## config.mk

```make
export PLATFORM = sky130hd
export DESIGN_NAME = wildcard_byte_pattern_scanner_top
export DESIGN_NICKNAME = d
export VERILOG_FILES = /design/src/rtl/wbps_pkg.sv /design/src/rtl/wildcard_byte_pattern_scanner_top.sv /design/src/rtl/wbps_match.sv
export SDC_FILE = /design/constraint.sdc
export NUM_CORES = 1
export LEC_CHECK = 0
export BUFFER_PORTS_ARGS = -buffer_cell sky130_fd_sc_hd__clkbuf_2
export CAP_MARGIN = 20
export CORE_MARGIN = 5
export CORE_UTILIZATION = 57
export DETAILED_ROUTE_END_ITERATION = 8
export GPL_TIMING_DRIVEN = 1
export PLACE_DENSITY = 0.76
export SLEW_MARGIN = 20
export SYNTH_ARGS = -nofsm -noshare
export SYNTH_HDL_FRONTEND = slang
export SYNTH_SLANG_ARGS = --single-unit
export TNS_END_PERCENT = 1
```

## constraint.sdc

```tcl
create_clock -name clk_i -period 8.4 [get_ports clk_i]
set_input_delay 0.42 -clock clk_i [delete_from_list [all_inputs] [get_ports clk_i]]
set_output_delay 0.42 -clock clk_i [all_outputs]
set_load 0.02 [all_outputs]
```

## src/rtl/wbps_pkg.sv

```systemverilog
// Shared constants and types for the wildcard byte pattern scanner.
`default_nettype none
package wbps_pkg;

  // Pattern storage is fixed by the register map: two 64-bit words, one care bit per byte.
  localparam int PatBytes      = 16;
  localparam int PatLenW       = 5;
  localparam int MaxPatternDef = 16;
  localparam int OffsetW       = 32;

  // APB map: 64-bit registers at 8-byte strides.
  localparam int ApbDataW = 64;
  localparam int ApbAddrW = 5;
  localparam int RegIdxW  = 2;

  localparam logic [RegIdxW-1:0] RegPatLen  = 2'd0;
  localparam logic [RegIdxW-1:0] RegPatLow  = 2'd1;
  localparam logic [RegIdxW-1:0] RegPatHigh = 2'd2;
  localparam logic [RegIdxW-1:0] RegCare    = 2'd3;

  // Output word: found in bit 0, offset above it, padded to whole bytes.
  localparam int OutDataW = 40;

  typedef logic [PatBytes*8-1:0] pattern_t;
  typedef logic [PatBytes-1:0]   care_t;

endpackage
`default_nettype wire

```

## src/rtl/wildcard_byte_pattern_scanner_top.sv

```systemverilog
// Top level of the wildcard byte pattern scanner: input stage, scan state, result stage, APB regs.
`default_nettype none
// The scanner takes one byte per word on the slave stream (tlast ends a region) and returns
// exactly one result word per region: the offset of the first position where the pattern
// matches, or not-found on the region's last byte. Pattern bytes with a clear care bit match
// anything; an empty pattern or a region shorter than the pattern gives not-found. Throughput
// is one byte per cycle unless the master side stalls; a byte is held in the input register
// while the window shift and the 16 masked compares run; any result it gives is registered
// into the output register as the byte leaves the input register. The output register lets
// the next byte enter while a result waits; s_axis_tready drops only when both stages
// hold words and the master side stalls. The offset counter saturates at 0xFFFFFFFF.
// Registers (APB, 64-bit, byte address 8*i): 0 pattern_length, 1 pattern_low,
// 2 pattern_high, 3 care_mask. Write them only while no region is in flight.
module wildcard_byte_pattern_scanner_top #(
  parameter int MaxPattern = wbps_pkg::MaxPatternDef
) (
  input  var logic                          clk_i,
  input  var logic                          rst_ni,
  // APB configuration port
  input  var logic                          psel,
  input  var logic                          penable,
  input  var logic                          pwrite,
  input  var logic [wbps_pkg::ApbAddrW-1:0] paddr,
  input  var logic [wbps_pkg::ApbDataW-1:0] pwdata,
  output var logic [wbps_pkg::ApbDataW-1:0] prdata,
  output var logic                          pready,
  // byte stream in
  input  var logic                          s_axis_tvalid,
  output var logic                          s_axis_tready,
  input  var logic [7:0]                    s_axis_tdata,  // [7:0] data_byte
  input  var logic                          s_axis_tlast,  // last_byte
  // results out
  output var logic                          m_axis_tvalid,
  input  var logic                          m_axis_tready,
  output var logic [wbps_pkg::OutDataW-1:0] m_axis_tdata   // [0] found, [32:1] match_offset
);
  import wbps_pkg::*;

  localparam int LenW = ($clog2(MaxPattern + 1) > PatLenW) ? $clog2(MaxPattern + 1) : PatLenW;
  localparam logic [LenW-1:0] MaxLenC = LenW'(MaxPattern);

  // ---------------- configuration registers ----------------
  logic [PatLenW-1:0] pat_len_q;
  logic [63:0]        pat_low_q, pat_high_q;
  care_t              care_q;
  logic [RegIdxW-1:0] reg_idx;
  logic               cfg_wr;

  assign reg_idx = paddr[ApbAddrW-1:ApbAddrW-RegIdxW];
  assign cfg_wr  = psel && penable && pwrite;
  assign pready  = 1'b1;

  always_ff @(posedge clk_i or negedge rst_ni) begin
    if (!rst_ni) begin
      pat_len_q  <= '0;
      pat_low_q  <= '0;
      pat_high_q <= '0;
      care_q     <= '0;
    end else if (cfg_wr) begin
      case (reg_idx)
        RegPatLen:  pat_len_q  <= pwdata[PatLenW-1:0];
        RegPatLow:  pat_low_q  <= pwdata;
        RegPatHigh: pat_high_q <= pwdata;
        RegCare:    care_q     <= pwdata[PatBytes-1:0];
        default:    ;
      endcase
    end
  end

  always_comb begin
    case (reg_idx)
      RegPatLen:  prdata = ApbDataW'(pat_len_q);
      RegPatLow:  prdata = pat_low_q;
      RegPatHigh: prdata = pat_high_q;
      RegCare:    prdata = ApbDataW'(care_q);
      default:    prdata = '0;
    endcase
  end

  // ---------------- input register ----------------
  logic       in_valid_q;
  logic [7:0] byte_q;
  logic       last_q;
  logic       adv;        // stage holds a word and the result slot can take it
  logic       out_valid_q;

  assign adv           = in_valid_q && (!out_valid_q || m_axis_tready);
  assign s_axis_tready = !in_valid_q || adv;

  always_ff @(posedge clk_i or negedge rst_ni) begin
    if (!rst_ni) begin
      in_valid_q <= 1'b0;
    end else if (s_axis_tvalid && s_axis_tready) begin
      in_valid_q <= 1'b1;
    end else if (adv) begin
      in_valid_q <= 1'b0;
    end
  end

  always_ff @(posedge clk_i) begin
    if (s_axis_tvalid && s_axis_tready) begin
      byte_q <= s_axis_tdata;
      last_q <= s_axis_tlast;
    end
  end

  // ---------------- scan state ----------------
  logic [MaxPattern-1:0][7:0] win_q, win_d;
  logic [OffsetW-1:0]         cnt_q, cnt_inc;
  logic                       answered_q;
  logic [LenW-1:0]            len_ext, len;
  logic                       match, hit, emit;

  // Lengths past the window depth are clamped to it.
  assign len_ext = LenW'(pat_len_q);
  assign len     = (len_ext > MaxLenC) ? MaxLenC : len_ext;

  // Window after this byte shifts in; entry k arrived k words ago.
  always_comb begin
    win_d[0] = byte_q;
    for (int k = 1; k < MaxPattern; k++) begin
      win_d[k] = win_q[k-1];
    end
  end

  assign cnt_inc = (&cnt_q) ? cnt_q : cnt_q + OffsetW'(1);

  wbps_match #(
    .MaxPattern (MaxPattern),
    .LenW       (LenW)
  ) u_match (
    .win_i     (win_d),
    .len_i     (len),
    .pattern_i ({pat_high_q, pat_low_q}),
    .care_i    (care_q),
    .match_o   (match)
  );

  // A start is only tested once enough bytes of this region are in the window.
  assign hit  = (len != '0) && (cnt_inc >= OffsetW'(len)) && match;
  assign emit = !answered_q && (hit || last_q);

  always_ff @(posedge clk_i or negedge rst_ni) begin
    if (!rst_ni) begin
      win_q      <= '0;
      cnt_q      <= '0;
      answered_q <= 1'b0;
    end else if (adv) begin
      win_q <= win_d;
      if (last_q) begin
        cnt_q      <= '0;
        answered_q <= 1'b0;
      end else begin
        cnt_q      <= cnt_inc;
        answered_q <= answered_q || emit;
      end
    end
  end

  // ---------------- result register ----------------
  logic               found_q;
  logic [OffsetW-1:0] offset_q;

  always_ff @(posedge clk_i or negedge rst_ni) begin
    if (!rst_ni) begin
      out_valid_q <= 1'b0;
    end else if (adv && emit) begin
      out_valid_q <= 1'b1;
    end else if (m_axis_tready) begin
      out_valid_q <= 1'b0;
    end
  end

  always_ff @(posedge clk_i) begin
    if (adv && emit) begin
      found_q  <= hit;
      offset_q <= hit ? (cnt_inc - OffsetW'(len)) : '0;
    end
  end

  assign m_axis_tvalid = out_valid_q;
  assign m_axis_tdata  = {(OutDataW-OffsetW-1)'(0), offset_q, found_q};

endmodule
`default_nettype wire

```

## src/rtl/wbps_match.sv

```systemverilog
// Masked compare of the byte window against the configured pattern.
`default_nettype none
module wbps_match #(
  parameter int MaxPattern = wbps_pkg::MaxPatternDef,
  parameter int LenW       = 5
) (
  input  var logic [MaxPattern-1:0][7:0] win_i,
  input  var logic [LenW-1:0]            len_i,
  input  var wbps_pkg::pattern_t         pattern_i,
  input  var wbps_pkg::care_t            care_i,
  output var logic                       match_o
);
  import wbps_pkg::*;

  localparam int WIdxW = (MaxPattern > 1) ? $clog2(MaxPattern) : 1;

  logic [PatBytes-1:0] ok;

  // Pattern byte i lines up with the byte received len-1-i words ago.
  for (genvar i = 0; i < PatBytes; i++) begin : g_cmp
    localparam logic [LenW-1:0] IdxC = LenW'(i);
    logic [LenW-1:0] idx;
    logic            active;
    assign idx    = len_i - IdxC - LenW'(1);
    assign active = (IdxC < len_i) && care_i[i];
    assign ok[i]  = !active || (win_i[idx[WIdxW-1:0]] == pattern_i[8*i +: 8]);
  end

  assign match_o = &ok;

endmodule
`default_nettype wire

```

==> results of run 1 <==
-- metal layers --
layer	track usage [%]	wire, µm	vias to the layer above	part of all wire [%]
met2	55.27	41870	1575	43
met4	19.35	6310	2	6.5
met3	10.28	11810	330	12
met1	50.21	36840	11640	38
li1	-	-	10163	-
met5	0	13	-	0.013
-- cell usage after synthesis (36+ instances only) --
| cell | n | area share (%) |
|---|---|---|
| mux2i_1 | 237 | 9.0 |
| mux2_2 | 184 | 7.9 |
| xor2_1 | 94 | 3.1 |
| nand3_1 | 51 | 0.97 |
| dfrtp_1 | 304 | 29 |
| o21ai_0 | 98 | 1.9 |
| nor2_1 | 120 | 1.7 |
| xnor2_1 | 110 | 3.7 |
| nand2_1 | 519 | 7.4 |
| a21oi_1 | 82 | 1.6 |
| mux4_2 | 95 | 8.2 |
| a22o_1 | 75 | 2.5 |
| clkbuf_1 | 124 | 1.8 |
| edfxtp_1 | 42 | 4.8 |
| buf_2 | 54 | 1.0 |
| a211oi_1 | 36 | 1.0 |
-- worst max path at each step --
| stage | from | end | slack, ns |
|---|---|---|---|
| 2_1_floorplan | len_ext[4] | found_q | 0.72 |
| 3_3_place_gp | len_ext[0] | offset_q[1] | 1.97 |
| 3_5_place_dp | len_ext[0] | offset_q[0] | 1.89 |
| 4_1_cts | len_ext[0] | offset_q[4] | 1.85 |
| 5_1_grt | len_ext[0] | offset_q[0] | 1.52 |
| 6_report | len_ext[0] | offset_q[3] | 1.69 |
-- per-stage QoR --
| stage | instances | setup slack [ns] | util, % | total power (W) |
|---|---|---|---|---|
| finish | 3439 | 1.694 | 63.43 | 0.01075 |
| global route | 3439 | 1.525 | 63.43 | 0.01114 |
| CTS | 3438 | 1.848 | 63.37 | 0.01049 |
| detailed placement | 3368 | 1.891 | 60.60 | 0.008768 |
| global placement | 3367 | 1.975 | 60.54 | 0.008604 |
| floorplan | 2743 | 0.7244 | - | 0.006725 |
-- worst reg2reg max path: stages (launching register included) --
cell and delay, ns:
dfrtp_4 0.82, nor2b_4 0.30, inv_4 0.11, ha_2 0.38, nor2_4 0.68, buf_4 0.43, mux2i_1 0.39, nand2_1 0.10
a31oi_1 0.55, mux2i_1 0.30, xnor2_1 0.21, nand4_1 0.12, nor4_1 0.51, o21ai_0 0.29, nor4_4 0.36, buf_4 0.22
a31oi_1 0.13, nor3_2 0.22, buf_12 0.24
-- power by group through the flow --
| stage | sequential (W) | clock, W | combinational [W] |
|---|---|---|---|
| after floorplan | 0.00260 | 0 | 0.00413 |
| after global placement | 0.00291 | 0 | 0.00569 |
| after detailed placement | 0.00296 | 0 | 0.00581 |
| after CTS | 0.00293 | 0.00173 | 0.00583 |
| after global routing | 0.00302 | 0.00179 | 0.00632 |
| final | 0.00299 | 0.00171 | 0.00606 |
-- timing repair --
item                                   CTS  global route
endpoints found under the hold margin   85             0
resized for setup                        0             0
hold buffers                             2             0
-- final cells by class --
class	count	area, µm²	area share, %
multi-input cells	2140	16350	56.68
flip-flops and latches	346	8872	30.76
repair buffers	251	1506	5.222
clock buffers	54	1085	3.761
well taps	600	750.7	2.603
clock inverters	14	151.4	0.5249
inverters	34	130.1	0.4511
-- flip-flops by register name, summed over array words and instances, names as in the netlist --
register       flops
care_q            16
found_q            1
byte_q             8
offset_q          32
win_d            120
in_valid_q         1
pat_high_q        64
len_ext            5
m_axis_tvalid      1
answered_q         1
last_q             1
cnt_q             32
pat_low_q         64
-- cell families (layout without fill, tap and decap cells) --
logic type / Yosys count / in the layout / share of synthesized area (%)
xor+xnor: 207 / 207 / 7.043
compound gates: 530 / 530 / 14.33
buf+inv: 257 / 353 / 4.395
other cells: 2 / 8 / 0.02864
fa+ha+maj: 12 / 12 / 0.6013
simple gates: 865 / 865 / 14.57
flops: 346 / 346 / 33.82
mux: 518 / 518 / 25.21
==> impl_results.md, run 1 <==
* Status: finished clean
* Post-synthesis register bit count at 346
* Final TNS setup at 0 ns
* Switching pwr at 0.005231 W
* Worst Path Class, Setup: reg2reg
* Seq/Total Area, Yosys at 33.82%
* WHS at 0.02487 ns
* Period utilization at 79.84%
* Switching part of the total at 48.66%
* Nets@finish at 2910
* Share of cells above drive strength 1 at 22.58%
* Final WL at 96830 µm
* Critical path endpoint category: register
* DP HPWL at 70790 µm
* Row count at 78
* Routability cong. at 1.070
* Final Slew Violations at 0
* GRT Total Usage at 37.23%
* Combinational share of power at 56.3%
* Worst slew pin tran at 1.161 ns
* H-tree levels at 2
* EDFF count, synth at 42
* # Post-CTS Setup Buffers at 0
* Internal Power at 0.005518 W
* Worst Path Buf+Inv at 4
* Critical path launch point type: register
* R2r setup slk at 1.69 ns
* # setup viols final at 0
* Synth Flop Type: dfrtp_1
* DRT Pass-1 Iters at 6
* Synth Instances at 2737
* Die height at 224.5 µm
* Slew HR at 21.94%
* Lkg Pwr at 12.78 nW
* Worst Path Arrival at 6.98 ns
* Clock transition at the registers of the reported paths at 0.06 ns
* Antenna violations before repair at 2
* CP Max Fanout at 39
* Clock network fraction of design power at 15.9%
* Top Ports at 192
* WP depth at 18
* Number of buffers created by CTS at 40
* Final Skew at 0.02499 ns
* Top delay family on crit path: simple AND/OR/NAND/NOR gates
* Most common cell after layout, fill and taps aside: nand2_1
* DIE AREA at 50390 µm²
* HP Start: s_axis_tdata[4]
* Post-synth cell types at 93
* MaxCap Viol Count at 0
* Grt total ovfl at 0
* DR iter-0 viols at 3643
* Worst-Skew Late Latency at 0.59 ns
* DRC at 0
* Delay of the slowest critical-path stage at 0.82 ns
* Synth Warn # at 0
* Post-Layout Inst Area at 28850 µm²
* Final min period at 6.706 ns
* Die Width at 224.5 µm
* Post-Syn Area at 26220 µm²
* Synthesized area per cell at 9.580 µm²
* Wire length per cell at 28.16 µm
* Final Hold Vio Count at 0
* PortBufs at 180
* Leading cell types in the layout, fill and taps excluded: nand2_1, dfrtp_1, mux2i_1
* Worst r2r src: len_ext[0]
* Worst EP required at 8.67 ns
* WHS Endpoint: byte_q[4]
* CTS max path bufs at 3
* DRT antenna net count at 0
* RSZ-0062 raised after global routing: no
* FF-to-FF path depth at 18
* Class of the worst hold path: in2reg
* CTS tree: yes
* Cells on Worst Hold Path at 1
* Vias in the first global route at 22398
* Initial core utilization at 57.65%
* CP max stage cell: dfrtp_4
* FILL cells at 3718
* Cell Chain, Critical Path: nor2b_4 -> inv_4 -> ha_2 -> nor2_4 -> buf_4 -> mux2i_1 -> nand2_1 -> a31oi_1 -> mux2i_1 -> xnor2_1 -> nand4_1 -> nor4_1 -> o21ai_0 -> nor4_4 -> buf_4 -> a31oi_1 -> nor3_2 -> buf_12
* Pwr per Cell Area at 372.6 nW/µm²
* Core Area at 45480 µm²
* VDD IR max at 0.0002652 V
* Vias at 23710
* Root Driver: clkbuf_16
* R2r endpoint: offset_q[3]
* Max frequency at 149.1 MHz
* Number of diodes at 0
* Syn-to-layout area delta at 10.01%
* Vias per cell at 6.894
* First-pass GRT wire length at 143800 µm
* Post-DP Area at 27560 µm²
* Asr flop ratio synth at 87.86%
* Reg power frac at 27.8%
* Clock sinks at 346
* Pin count of the biggest net entering global routing at 152
(Power assumes the default switching activity.)
==> run 2: changes to the inputs <==
- ABC_AREA: default -> 1
- CORE_UTILIZATION: 57 -> 56
- PLACE_DENSITY: 0.76 -> 0.78
- clock period: 8.4 -> 5.7 ns (I/O delays scaled with it)
==> impl_results.md, run 2 <==
* Status: finished clean
* Internal Power at 0.006871 W
* Inst Count DP at 4487
* Grt total ovfl at 0
* CP max stage cell: dfrtp_1
* DRT antenna net count at 0
* Pwr per Cell Area at 490.0 nW/µm²
* Syn-to-layout area delta at 13.26%
* Die Width at 220.9 µm
* Seq/Total Area, Yosys at 35.62%
* Combinational share of power at 53.6%
* MaxCap Viol Count at 0
* Max frequency at 198.7 MHz
* Post-synth cell types at 45
* Vias at 27866
* CTS resizes at 0
* Final TNS setup at 0 ns
* RSZ-0062 raised after global routing: no
* Number of buffers created by CTS at 41
* DRT Pass-1 Iters at 7
* Synth Instances at 3877
* Worst EP required at 5.99 ns
* Clock transition at the registers of the reported paths at 0.06 ns
* H-tree levels at 2
* Cell Chain, Critical Path: inv_2 -> nand2_4 -> inv_2 -> buf_4 -> nand2_1 -> o21ai_2 -> inv_2 -> nand3_1 -> nand3_1 -> nand2_1 -> nand2_1 -> nand3_1 -> nor2_1 -> nand2_1 -> nand2_1 -> nand4_1 -> nor2_2 -> nand2_2 -> nand2_1 -> nand2_1 -> inv_1 -> buf_12
* PortBufs at 180
* HP Start: pwdata[59]
* Reg power frac at 26.1%
* Routability cong. at 1.094
* Switching pwr at 0.006948 W
* Row count at 77
* Worst slew pin tran at 1.008 ns
* DRC at 0
* CTS max path bufs at 3
* Root Driver: clkbuf_16
* Vias per cell at 6.009
* Clock sinks at 346
* Final Slew Violations at 0
* Nets@finish at 4109
* # Post-CTS Setup Buffers at 0
* GRT Total Usage at 39.02%
* Final Skew at 0.02489 ns
* CP dominant cell by count: nand2_1
* Core Area at 44120 µm²
* Pin count of the biggest net entering global routing at 132
* Leading cell types in the layout, fill and taps excluded: nand2_1, nand3_1, inv_1
* Worst Path Class, Setup: reg2reg
* Share of cells above drive strength 1 at 9.001%
* Worst r2r src: len_ext[4]
* Worst Path Arrival at 5.32 ns
* Top post-synthesis cells by area: dfrtp_1, nand3_1, nand2_1
* FILL cells at 4174
* Post-Syn Area at 24900 µm²
* Period utilization at 88.28%
* DR iter-0 viols at 4282
* Slew HR at 32.54%
* Synth Warn # at 0
* Synthesized area per cell at 6.422 µm²
* DP HPWL at 73600 µm
* First-pass GRT wire length at 149100 µm
* Critical path launch point: len_ext[4]
* CP Max Fanout at 45
* Final non-filler cell total at 4637
* CTS tree: yes
* Final Hold Vio Count at 0
* Lkg Pwr at 14.13 nW
* Cell taking the most area after synthesis: dfrtp_1
* Most common cell in the netlist: nand2_1
* Synth cell count leaders: nand2_1, nand3_1, inv_1
* Yosys top cell area share at 30.55%
* Top Ports at 192
* # setup viols final at 0
* Switching part of the total at 50.28%
* Asr flop ratio synth at 87.86%
* Most common cell after layout, fill and taps aside: nand2_1
* Vias in the first global route at 24453
* Post-synthesis register bit count at 346
* EDFF count, synth at 42
* DIE AREA at 48780 µm²
* VDD IR max at 0.0002852 V
* Max reg flops at 120
* Final WL at 99120 µm
* Final min period at 5.032 ns
* Wire length per cell at 21.38 µm
* Initial core utilization at 56.43%
* Antenna violations before repair at 1
* Delay of the slowest critical-path stage at 0.68 ns
* Critical path endpoint category: register
* Die height at 220.9 µm
* Class of the worst hold path: in2reg
* Critical path launch point type: register
* Worst-Skew Late Latency at 0.60 ns
* Clock network fraction of design power at 20.4%
* Synth Flop Type: dfrtp_1
==> run 2: changes by cell type in the layout (fill, tap and decap cells not counted), moves of 95 or more <==
cell and delta:
nand3_1 +918, nand2_1 +742, inv_1 +336, mux2i_1 -235
o21ai_0 +198, mux2_2 -183, xnor2_1 -104, mux4_2 -95
==> run 2: final timing paths <==
| kind | endpoint | slack, ns | cells after the start |
|---|---|---|---|
| max in group asynchronous | win_d[24] | 4.19 | 3 |
| setup reg to reg | offset_q[2] | 0.67 | 22 |
| setup / recovery | offset_q[2] | 0.67 | 22 |
| hold / removal | pat_low_q[59] | 0.006 | 3 |
| min in group asynchronous | cnt_q[17] | 0.27 | 2 |
| hold reg to reg | win_d[32] | 0.49 | 2 |
==> run 2: area by class of cell <==
type                    count  area (µm²)  area share (%)
multi-input cells        2940       13650           48.39
clock buffers              61        1222           4.335
flip-flops and latches    346        8872           31.46
clock inverters            14       201.4          0.7143
diodes                      1       2.502        0.008874
inverters                 388        1456           5.164
well taps                 592       740.7           2.627
repair buffers            295        2059           7.303
==> run 2: cell families after synthesis <==
family,share of synthesized area [%]
flops,35.62
other cells,0.03016
fa+ha+maj,0.6332
xor+xnor,1.754
mux,0.04522
compound gates,9.302
buf+inv,9.809
simple gates,42.81
==> run 2: per-stage QoR <==
step	utilization [%]	hold slack, ns	total power (W)	setup WS (ns)	cell area [µm²]
finish	63.91	0.006223	0.01382	0.6679	28200
global route	63.91	0.01085	0.01465	0.5231	28200
CTS	63.91	0.001803	0.01354	0.8835	28200
detailed placement	59.00	0.2925	0.01067	0.9008	26030
global placement	59.00	0.2911	0.01058	0.9172	26030
floorplan	-	-0.01059	0.008409	1.353	24920
==> run 2: power by group through the flow <==
stage | sequential (W) | clock, W | combinational [W]
detailed placement | 0.00362 | 0 | 0.00705
CTS | 0.00359 | 0.00283 | 0.00713
global route | 0.00368 | 0.00293 | 0.00805
finish | 0.00360 | 0.00281 | 0.00740
global placement | 0.00361 | 0 | 0.00697
floorplan | 0.00350 | 0 | 0.00491
==> run 2: critical path, delay by kind of cell (launching register included) <==
| kind | cells | cell delay, ns |
|---|---|---|
| buf+inv | 6 | 1.35 |
| simple gates | 15 | 2.52 |
| compound gates | 1 | 0.09 |
| flops | 1 | 0.68 |
==> run 2: what timing repair did <==
item | 4_1_cts | 5_1_grt
hold buffers | 74 | 0
setup endpoints to repair | 0 | 0
hold endpoints to repair | 219 | 0
==> run 2: per-layer routing <==
metal  routed length (µm)  vias to the layer above  GRT usage [%]  share of wire [%]
li1                     -                    13034              -                  -
met2                42030                     1707          57.66                 42
met3                11450                      266          9.117                 12
met4                 6446                        2          20.61                6.5
met5                  108                        -          1.564               0.11
met1                39080                    12857          53.44                 39
